--- src/design/crdf_pkg.sv ---
// Shared constants, types and helpers of the CAN record deframer with frame queues.
package crdf_pkg;

  // Depth of each port queue; one slot stays free, so a queue holds QDEPTH-1 frames
  localparam int QDEPTH = 1024;
  localparam int QIDX_W = $clog2(QDEPTH);
  localparam int ADDR_W = $clog2(2 * QDEPTH);

  // Record layout
  localparam int RECORD_BYTES = 19;
  localparam logic [4:0] POS_STATUS  = 5'd4;
  localparam logic [4:0] POS_CONTROL = 5'd6;
  localparam logic [4:0] POS_IDENT   = 5'd7;
  localparam logic [4:0] POS_DATA    = 5'd11;
  localparam logic [4:0] POS_LAST    = 5'(RECORD_BYTES - 1);

  // Control byte bits
  localparam int CTRL_EXT_BIT  = 7;
  localparam int CTRL_REM_BIT  = 6;
  localparam int CTRL_PORT_BIT = 4;

  // Request kinds carried on in_tuser
  localparam logic REQ_BYTE = 1'b0;
  localparam logic REQ_READ = 1'b1;

  typedef logic [QIDX_W-1:0] idx_t;
  typedef logic [ADDR_W-1:0] addr_t;

  // One stored frame
  typedef struct packed {
    logic [63:0] payload;
    logic [3:0]  length;
    logic        remote;
    logic        extended;
    logic [28:0] id;
    logic [31:0] timestamp;
  } entry_t;

  // Push request from the record assembler to the queues
  typedef struct packed {
    logic   valid;
    logic   port;
    entry_t entry;
  } push_t;

  // Advance a ring index with wrap at the queue depth
  function automatic idx_t ring_next(input idx_t v);
    ring_next = (v == idx_t'(QDEPTH - 1)) ? '0 : idx_t'(v + idx_t'(1));
  endfunction

  // Slot address of an index within a port's half of the store
  function automatic addr_t slot_addr(input logic port, input idx_t v);
    slot_addr = port ? addr_t'(QDEPTH + int'(v)) : addr_t'(v);
  endfunction

endpackage

--- src/design/crdf_gather.sv ---
// Record assembler: collects stream bytes into record fields and issues frame pushes.
module crdf_gather (
  input  logic          clk,
  input  logic          rst_n,
  input  logic          byte_en,
  input  logic [7:0]    byte_in,
  input  logic          last_in,
  output crdf_pkg::push_t push
);
  import crdf_pkg::*;

  logic [4:0]  pos_r, pos_nxt, pos_eff;
  logic [31:0] ts_r, ts_nxt;
  logic [7:0]  status_r, status_nxt;
  logic [7:0]  ctrl_r, ctrl_nxt;
  logic [31:0] ident_r, ident_nxt;
  logic [63:0] data_r, data_nxt;
  logic        ext;

  // Merge the incoming byte into the field its position selects
  always_comb begin
    pos_eff    = (pos_r >= 5'(RECORD_BYTES)) ? 5'd0 : pos_r;
    ts_nxt     = ts_r;
    status_nxt = status_r;
    ctrl_nxt   = ctrl_r;
    ident_nxt  = ident_r;
    data_nxt   = data_r;
    for (int i = 0; i < 4; i++) begin
      if (pos_eff == 5'(i)) ts_nxt[8*i +: 8] = byte_in;
      if (pos_eff == 5'(int'(POS_IDENT) + i)) ident_nxt[8*i +: 8] = byte_in;
    end
    for (int i = 0; i < 8; i++) begin
      if (pos_eff == 5'(int'(POS_DATA) + i)) data_nxt[8*i +: 8] = byte_in;
    end
    if (pos_eff == POS_STATUS) status_nxt = byte_in;
    if (pos_eff == POS_CONTROL) ctrl_nxt = byte_in;
    if (last_in || pos_eff == POS_LAST) pos_nxt = 5'd0;
    else pos_nxt = 5'(pos_eff + 5'd1);
  end

  // Build the push for a record completed with clean status
  always_comb begin
    ext                  = ctrl_r[CTRL_EXT_BIT];
    push.valid           = byte_en && pos_eff == POS_LAST && status_r == 8'd0;
    push.port            = ctrl_r[CTRL_PORT_BIT];
    push.entry.timestamp = ts_r;
    push.entry.id        = ext ? ident_r[31:3] : {2'b00, ident_r[31:5]};
    push.entry.extended  = ext;
    push.entry.remote    = ctrl_r[CTRL_REM_BIT];
    push.entry.length    = ctrl_r[3:0];
    push.entry.payload   = data_nxt;
  end

  // Clear position under reset; field registers need none
  always_ff @(posedge clk) begin
    if (!rst_n) begin
      pos_r <= 5'd0;
    end else if (byte_en) begin
      pos_r <= pos_nxt;
    end
  end

  always_ff @(posedge clk) begin
    if (byte_en) begin
      ts_r     <= ts_nxt;
      status_r <= status_nxt;
      ctrl_r   <= ctrl_nxt;
      ident_r  <= ident_nxt;
      data_r   <= data_nxt;
    end
  end

endmodule

--- config.mk ---
export PLATFORM = sky130hd
export DESIGN_NAME = crdf_gather
export DESIGN_NICKNAME = d
export VERILOG_FILES = /design/src/design/crdf_pkg.sv /design/src/design/crdf_gather.sv
export SDC_FILE = /design/constraint.sdc
export NUM_CORES = 1
export LEC_CHECK = 0
export BUFFER_PORTS_ARGS = -buffer_cell sky130_fd_sc_hd__buf_2
export CORE_MARGIN = 8
export CORE_UTILIZATION = 25
export CTS_CLUSTER_DIAMETER = 50
export CTS_CLUSTER_SIZE = 25
export DETAILED_ROUTE_END_ITERATION = 6
export HOLD_SLACK_MARGIN = 0.12
export SLEW_MARGIN = 10
export SYNTH_ARGS = -nofsm -noshare
export SYNTH_HDL_FRONTEND = slang
export SYNTH_SLANG_ARGS = --single-unit
--- constraint.sdc ---
create_clock -name clk -period 3.5 [get_ports clk]
set_clock_uncertainty 0.2 [all_clocks]
set_input_delay 1.05 -clock clk [delete_from_list [all_inputs] [get_ports clk]]
set_output_delay 1.05 -clock clk [all_outputs]
set_load 0.01 [all_outputs]
After elaboration in Yosys (flattened, before gate mapping)
Cells that the tools add are included.
{ "totals": {"ff_bits": 149, "inputBits": 12, "out_inout_bits": 133, "word_cells": 57} }
{ "op_classes": {"addsub": 1, "magnitude_cmp": 1, "n_eq_ne": 17, "mux": 11, "n_reduce_logical": 15} }
{ "ops": {"columns": ["cell", "count"], "rows": [
  ["2-to-1 mux 8 bit", 8],
  ["equality test 5 x 4 -> 1 bit (second input constant)", 8],
  ["2-to-1 mux 29 bit", 1],
  ["AND reduction 2 bit", 10],
  ["equality test 5 x 3 -> 1 bit (second input constant)", 3],
  ["equality test 5 bit (second input constant)", 3],
  ["equality test 5 x 2 -> 1 bit (second input constant)", 2],
  ["2-to-1 mux 5 bit", 2],
  ["zero test 8 bit", 1],
  ["adder 5 x 1 -> 5 bit (second input constant)", 1],
  ["equality test 5 x 1 -> 1 bit (second input constant)", 1],
  [">= comparator 5 bit (second input constant)", 1],
  ["zero test 5 bit", 1],
  ["logical AND 1 bit", 2],
  ["logical OR 1 bit", 1]
]} }

Longest topological paths before layout
Gate-level depths: netlist of the first run.
{ "depth": {"ltp_word": 5, "ltp_mapped": 9} }

Least setup slack after synthesis of the first run
No wires, ideal clock.
{ "synth_timing": {"path_type": "flip-flop to output port", "startpoint": "reg pos_r[2]", "endpoint": "out push[100] (netlist bit)", "arrival_ns": 2.053, "t_required_ns": 2.250, "slack_ns": 0.197, "path_stages_with_launch": 10, "cell_sequence": "dfxtp_1 buf_2 o31ai_1 nand2_1 inv_1 ha_1 and2_1 ha_1 clkbuf_1 mux2_2"} }
{ "synth_lines": {"columns": ["element", "line_no", "rtl"], "rows": [
  ["start, declared", "crdf_gather.sv:12", "logic [4:0] pos_r, pos_nxt, pos_eff;"],
  ["start signal, assigned", "crdf_gather.sv:59", "pos_r <= pos_nxt;"],
  ["end, declared", "crdf_gather.sv:8", "output crdf_pkg::push_t push"]
]} }

==> results of run 1 <==
==> worst paths after layout <==
kind              slack, ns         end
setup reg to reg       1.12    ts_r[17]
hold reg to reg        0.36  data_r[43]
setup / recovery      -0.07    push[73]
hold / removal         0.36  data_r[43]
==> cell usage in the layout (no fill, tap or decap), types with 2 or more instances in the layout <==
cell        netlist  routed
a32o_1            3       3
and2_1           14      13
and3_1            2       2
buf_2             4     119
buf_4             2      22
buf_6             1      27
bufinv_16         0       4
clkbuf_1          3       2
clkbuf_16         0      17
clkinv_4          0       3
clkinvlp_4        0       2
dfxtp_4           0       5
edfxtp_1        140     140
ha_4              0       4
inv_2             1       2
inv_6             0       2
mux2_1           33      16
mux2_2           58      51
mux2_4            0      24
nand2_1           8       4
nand2_4           0       2
nand3_1           2       2
nand3_4           3       4
o31ai_4           0       2
or3_1             2       2
==> power breakdown <==
part	total [W]	switching, W	internal [W]
combinational	0.000253	0.000149	0.000104
sequential	0.00197	0.0000133	0.00196
clock	0.00195	0.000734	0.00122
total	0.00418	0.000896	0.00328
==> registers in the layout (all words and copies together) (netlist names) <==
register / count
status_r: 8
pos_r: 5
data_r: 64
ctrl_r: 7
ident_r: 29
ts_r: 32
==> layout make-up <==
type / instances / share of cell area (%)
clock buffer: 20 / 5.466
clock inverter: 12 / 2.251
tap: 319 / 4.884
sequential: 145 / 52.90
timing repair buffer: 168 / 13.03
multi-input combinational: 153 / 21.33
inverter: 3 / 0.1378
==> metrics by stage <==
stage	worst slack (ns)	power, W	utilization (%)	instances	setup TNS, ns
global route	-0.2190	0.004333	35.13	820	-6.441
global placement	0.02643	0.002217	30.12	772	0
floorplan	0.1974	0.002091	-	311	0
detailed placement	-0.01345	0.002225	30.12	772	-0.04353
CTS	-0.09560	0.004217	33.90	812	-0.9932
finish	-0.07436	0.004180	35.13	820	-0.6244
==> logic make-up after synthesis <==
kind of cell	synth area share (%)
XOR/XNOR	0.1492
adder cells (fa/ha/maj)	1.065
buffers and inverters	1.235
multiplexers	17.62
flip-flops	73.29
AND/OR/NAND/NOR	4.857
AO/OA/AOI/OAI	1.790
==> timing repair <==
action	in CTS	in global routing
buffers inserted	7	8
cloned	1	0
pin swaps	4	6
hold buffers	0	0
endpoints found under the setup margin	65	65
resized for setup	44	53
==> layer usage <==
metal	global-route usage (%)	part of all wire, %	vias to the layer above
li1	-	-	1579
met1	14.11	44	1722
met2	18.17	47	124
met3	4.443	7.3	19
met4	3.732	1.2	4
met5	0	0.16	-
==> results.cfg, run 1 <==
[global_route]
groute.usage.overall_pct = 11.45
grt_pass1_wl_microns = 24290
overflow = 0
grt_max_degree = 70
grt_pass1_vias = 3851
antenna_found_initial = 3

[floorplanning]
fp.dieW_microns = 169.3
ios = 145
core_sq_mm = 0.02326
start_util_pct = 25.25
rows = 56
fp.dieH_microns = 169.3
floorplan.die_area_sq_mm = 0.02865

[routing]
first_pass_iters = 4
routedWlPerCell_microns = 20.19
drt_iter0_markers = 135
routed_via_density = 4.205
totalWireLength_microns = 16560
drcViolationCount = 0
ant_nets = 0
dr_total_vias = 3448

[critical_path]
r2r_cells = 5
cp-start-kind = register
max_stage_delay_ns = 0.36
worstPathCellList = o31ai_4 -> nand2_2 -> inv_2 -> ha_4 -> nor4bb_4 -> buf_6 -> mux2_4 -> buf_6
crit_arrival_ns = 2.32
timing.rr.start = pos_r[2]
crit_type = reg2out
critPathSlowestCell = dfxtp_4
required_ns = 2.25
crit_buf_inv = 3
startpoint = pos_r[1]
worstPathMaxFanout = 8
path_depth = 8
crit_top_cell = buf_6
cp_top_family = buffers and inverters
end_kind = output pin

[synthesis]
yosysUniqueCellTypes = 39
synthesis.instances = 311
async_reset_ff_share_pct = 0
synth_nets = 328
ys_ff_latch = 145
syn_area_sq_mm = 0.005873
synth_top_cells_by_area = edfxtp_1 (72%), mux2_2 (11%), mux2_1 (6.3%), dfxtp_1 (1.7%), and2_1 (1.5%)
ys_warn_count = 0
yosysTopAreaCell = edfxtp_1
synth_ff_type = edfxtp_1
synth_common_cells = edfxtp_1 (140), mux2_2 (58), mux2_1 (33), and2_1 (14), nand2_1 (8)
synth.most_common_cell = edfxtp_1
avgSynthCellArea_sq_um = 18.88
synth_edf_count = 140
ys_seq_area_share_pct = 73.29
synth_top_area_share_pct = 71.58

[finish]
regArea_sq_mm = 0.004323
design_area_sq_mm = 0.008172
multi_input_comb_area_sq_mm = 0.001743
fillers = 2229
final_nets = 505
drive_gt1_share_pct = 60.08
syn2layout_area_growth_pct = 39.14
antenna_cells = 0

[worst_hold_path]
worstHoldPathCells = 1
hp-class = reg2reg
worstHoldStart = data_r[43]

[timing]
worstMarginPinSlew_ns = 0.8843
rsz0062_at_grt = yes
hold_slack_ns = 0.3600
max_freq_ghz = 0.2798
setup_viol = 19
fin_crit_sh_pct = 102.1
hold_viol = 0
slew_headroom_pct = 41.05
fin_ws_ns = -0.07436
finalWorstPathRequiredPeriod_ns = 3.574
final_max_slew_viol_count = 0

[power]
p_per_area_mw_per_mm2 = 511.5
ir_drop_mv = 0.2762
p_leak_nw = 3.094

[clock_tree]
cts_htree_levels = 4
cts_made_buffers = 17
cts_tree = built
cts_root_buf = clkbuf_16
cts.reportedPaths.clkPinSlew_ns = 0.06
numClockSinks = 145
worst_skew_pair.late_latency_ns = 0.41
clk_path_buf_depth = 2

[run_status]
violations = negative setup slack
status = finished, violations left

[flow_run]
max_cap_viol_count = 0

[place]
place.gp.congestion = 0.7350
hpwlAfterDp_microns = 10410
io_buffers = 144
dpl-instance-area_sq_mm = 0.007005
(Power assumes the default switching activity.)
==> run 2: changes to the inputs <==
==> constraint.sdc (replaced) <==
create_clock -name clk -period 4.6 [get_ports clk]
set_clock_uncertainty 0.2 [all_clocks]
set_input_delay 1.38 -clock clk [delete_from_list [all_inputs] [get_ports clk]]
set_output_delay 1.38 -clock clk [all_outputs]
set_load 0.01 [all_outputs]
==> run 2 against run 1 <==
Effect of this change: sequential share of layout area is 4.4 points higher; count of clock-buffer cells in the layout fell by 2; highest routed layer unchanged; core utilization is 2.8 points lower; setup slack improved by 0.35 ns; global-route usage decreased by 0.67 points; register-to-register slack gained 0.84 ns; hold slack worse by 0.0080 ns; via count down 2.1%; critical path depth unchanged; clock power down 33%; power decreased by 29%; the flow now finishes without violations; routed wire length is 7.7% lower.
==> results.cfg, run 2 (synthesized netlist as in run 1, its figures left out) <==
[finish]
final_common_cell = buf_2
regMostFlops = data_r
top_regs = data_r (64), ts_r (32), ident_r (29)
drive_gt1_share_pct = 50.94
final_nets = 483
most-common-layout-cells = buf_2 (144), edfxtp_1 (140), mux2_2 (58)
fillers = 2330
largest_register_ff_count = 64
design_area_sq_mm = 0.007517
syn2layout_area_growth_pct = 27.99

[clock_tree]
numClockSinks = 145
cts_htree_levels = 4
cts_tree = built
cts_made_buffers = 17
cts_hold_buf = 0
cts_setup_buffers = 0
cts-resized-gates = 0
worst_skew_pair.late_latency_ns = 0.41
cts.reportedPaths.clkPinSlew_ns = 0.06
clk_path_buf_depth = 2
cts_root_buf = clkbuf_16

[routing]
routedWlPerCell_microns = 19.18
routed_via_density = 4.235
totalWireLength_microns = 15280
drt_iter0_markers = 121
dr_total_vias = 3375
drcViolationCount = 0
ant_nets = 0
first_pass_iters = 5

[timing]
hold_slack_ns = 0.3521
setup_viol = 0
finalWorstPathRequiredPeriod_ns = 4.328
slew_headroom_pct = 28.82
hold_viol = 0
rsz0062_at_grt = no
fin_setup_tns_ns = 0
fin_ws_ns = 0.2723
worstMarginPinSlew_ns = 1.068
fin_crit_sh_pct = 94.08
max_freq_ghz = 0.2311
final_max_slew_viol_count = 0

[critical_path]
critPathSlowestCell = dfxtp_1
crit_type = reg2out
crit_buf_inv = 2
cp_top_family = adder cells
max_stage_delay_ns = 0.42
required_ns = 3.02
timing.rr.start = pos_r[2]
crit_top_cell = ha_1
startpoint = pos_r[2]
worstPathMaxFanout = 11
worstPathCellList = o31ai_2 -> nand2_1 -> inv_1 -> ha_1 -> and2_1 -> ha_1 -> mux2_2 -> buf_2
cp-start-kind = register
end_kind = output pin
crit_arrival_ns = 2.75

[power]
p_leak_nw = 2.758
power.switching_w = 0.0006237
power_frac_comb_pct = 5.2
power_frac_clock_pct = 43.9
power.internal_w = 0.002329
switching_share_pct = 21.13
ir_drop_mv = 0.1992
pwr-share-seq_pct = 51.0
p_per_area_mw_per_mm2 = 392.7

[worst_hold_path]
hp-class = reg2reg
worstHoldStart = data_r[4]

[global_route]
antenna_found_initial = 2
grt_max_degree = 70
grt_pass1_wl_microns = 23030
grt_pass1_vias = 3689
overflow = 0
groute.usage.overall_pct = 10.78

[floorplanning]
ios = 145
rows = 56
fp.dieH_microns = 169.3
fp.dieW_microns = 169.3
core_sq_mm = 0.02326
start_util_pct = 25.25
floorplan.die_area_sq_mm = 0.02865

[place]
dpl-instance-area_sq_mm = 0.006960
place.gp.congestion = 0.7680
io_buffers = 144
hpwlAfterDp_microns = 10200
dp_slack_ns = 0.6273

[run_status]
status = finished, final reports clean

[flow_run]
max_cap_viol_count = 0
==> run 2: stage by stage <==
stage | total power [W] | std cells | util, %
after global routing | 0.003069 | 796 | 32.30
final | 0.002952 | 797 | 32.32
after global placement | 0.001685 | 766 | 29.92
after detailed placement | 0.001691 | 766 | 29.92
after CTS | 0.003008 | 796 | 32.28
after floorplan | 0.001591 | 311 | -
==> run 2: worst paths after layout <==
check	slack (ns)	cells past startpoint	to
min reg2reg	0.35	1	data_r[4]
max	0.27	8	push[101]
min	0.35	1	data_r[4]
max reg2reg	1.96	7	data_r[34]
==> run 2: worst reg2reg max path: stages (launching register included) <==
cell     delay (ns)
dfxtp_1        0.42
o31ai_2        0.32
nand2_1        0.15
inv_1          0.10
ha_1           0.27
and2_1         0.16
ha_1           0.37
mux2_2         0.40
==> run 2: area by class of cell <==
type	count	area, sq um	area share [%]
repair buffers	147	743.2	9.887
clock inverters	12	120.1	1.598
well taps	319	399.1	5.310
clock buffers	18	429.2	5.709
multi-input cells	152	1508	20.06
diodes	1	2.502	0.03329
inverters	3	11.26	0.1498
flip-flops and latches	145	4304	57.26
==> run 2: power groups by stage <==
stage | logic (W) | registers [W] | clock network [W]
2_1_floorplan | 0.0000582 | 0.00153 | 0
3_3_place_gp | 0.000155 | 0.00153 | 0
3_5_place_dp | 0.000159 | 0.00153 | 0
4_1_cts | 0.000159 | 0.00150 | 0.00134
5_1_grt | 0.000169 | 0.00151 | 0.00139
6_report | 0.000153 | 0.00150 | 0.00130
==> run 2: metal layers <==
layer  vias up  track usage (%)  routed length, microns
li1       1530                -                       -
met1      1714            13.21                    6772
met2       114            17.25                    7185
met3        13            4.373                    1174
met4         4            3.117                     129
met5         -                0                      22
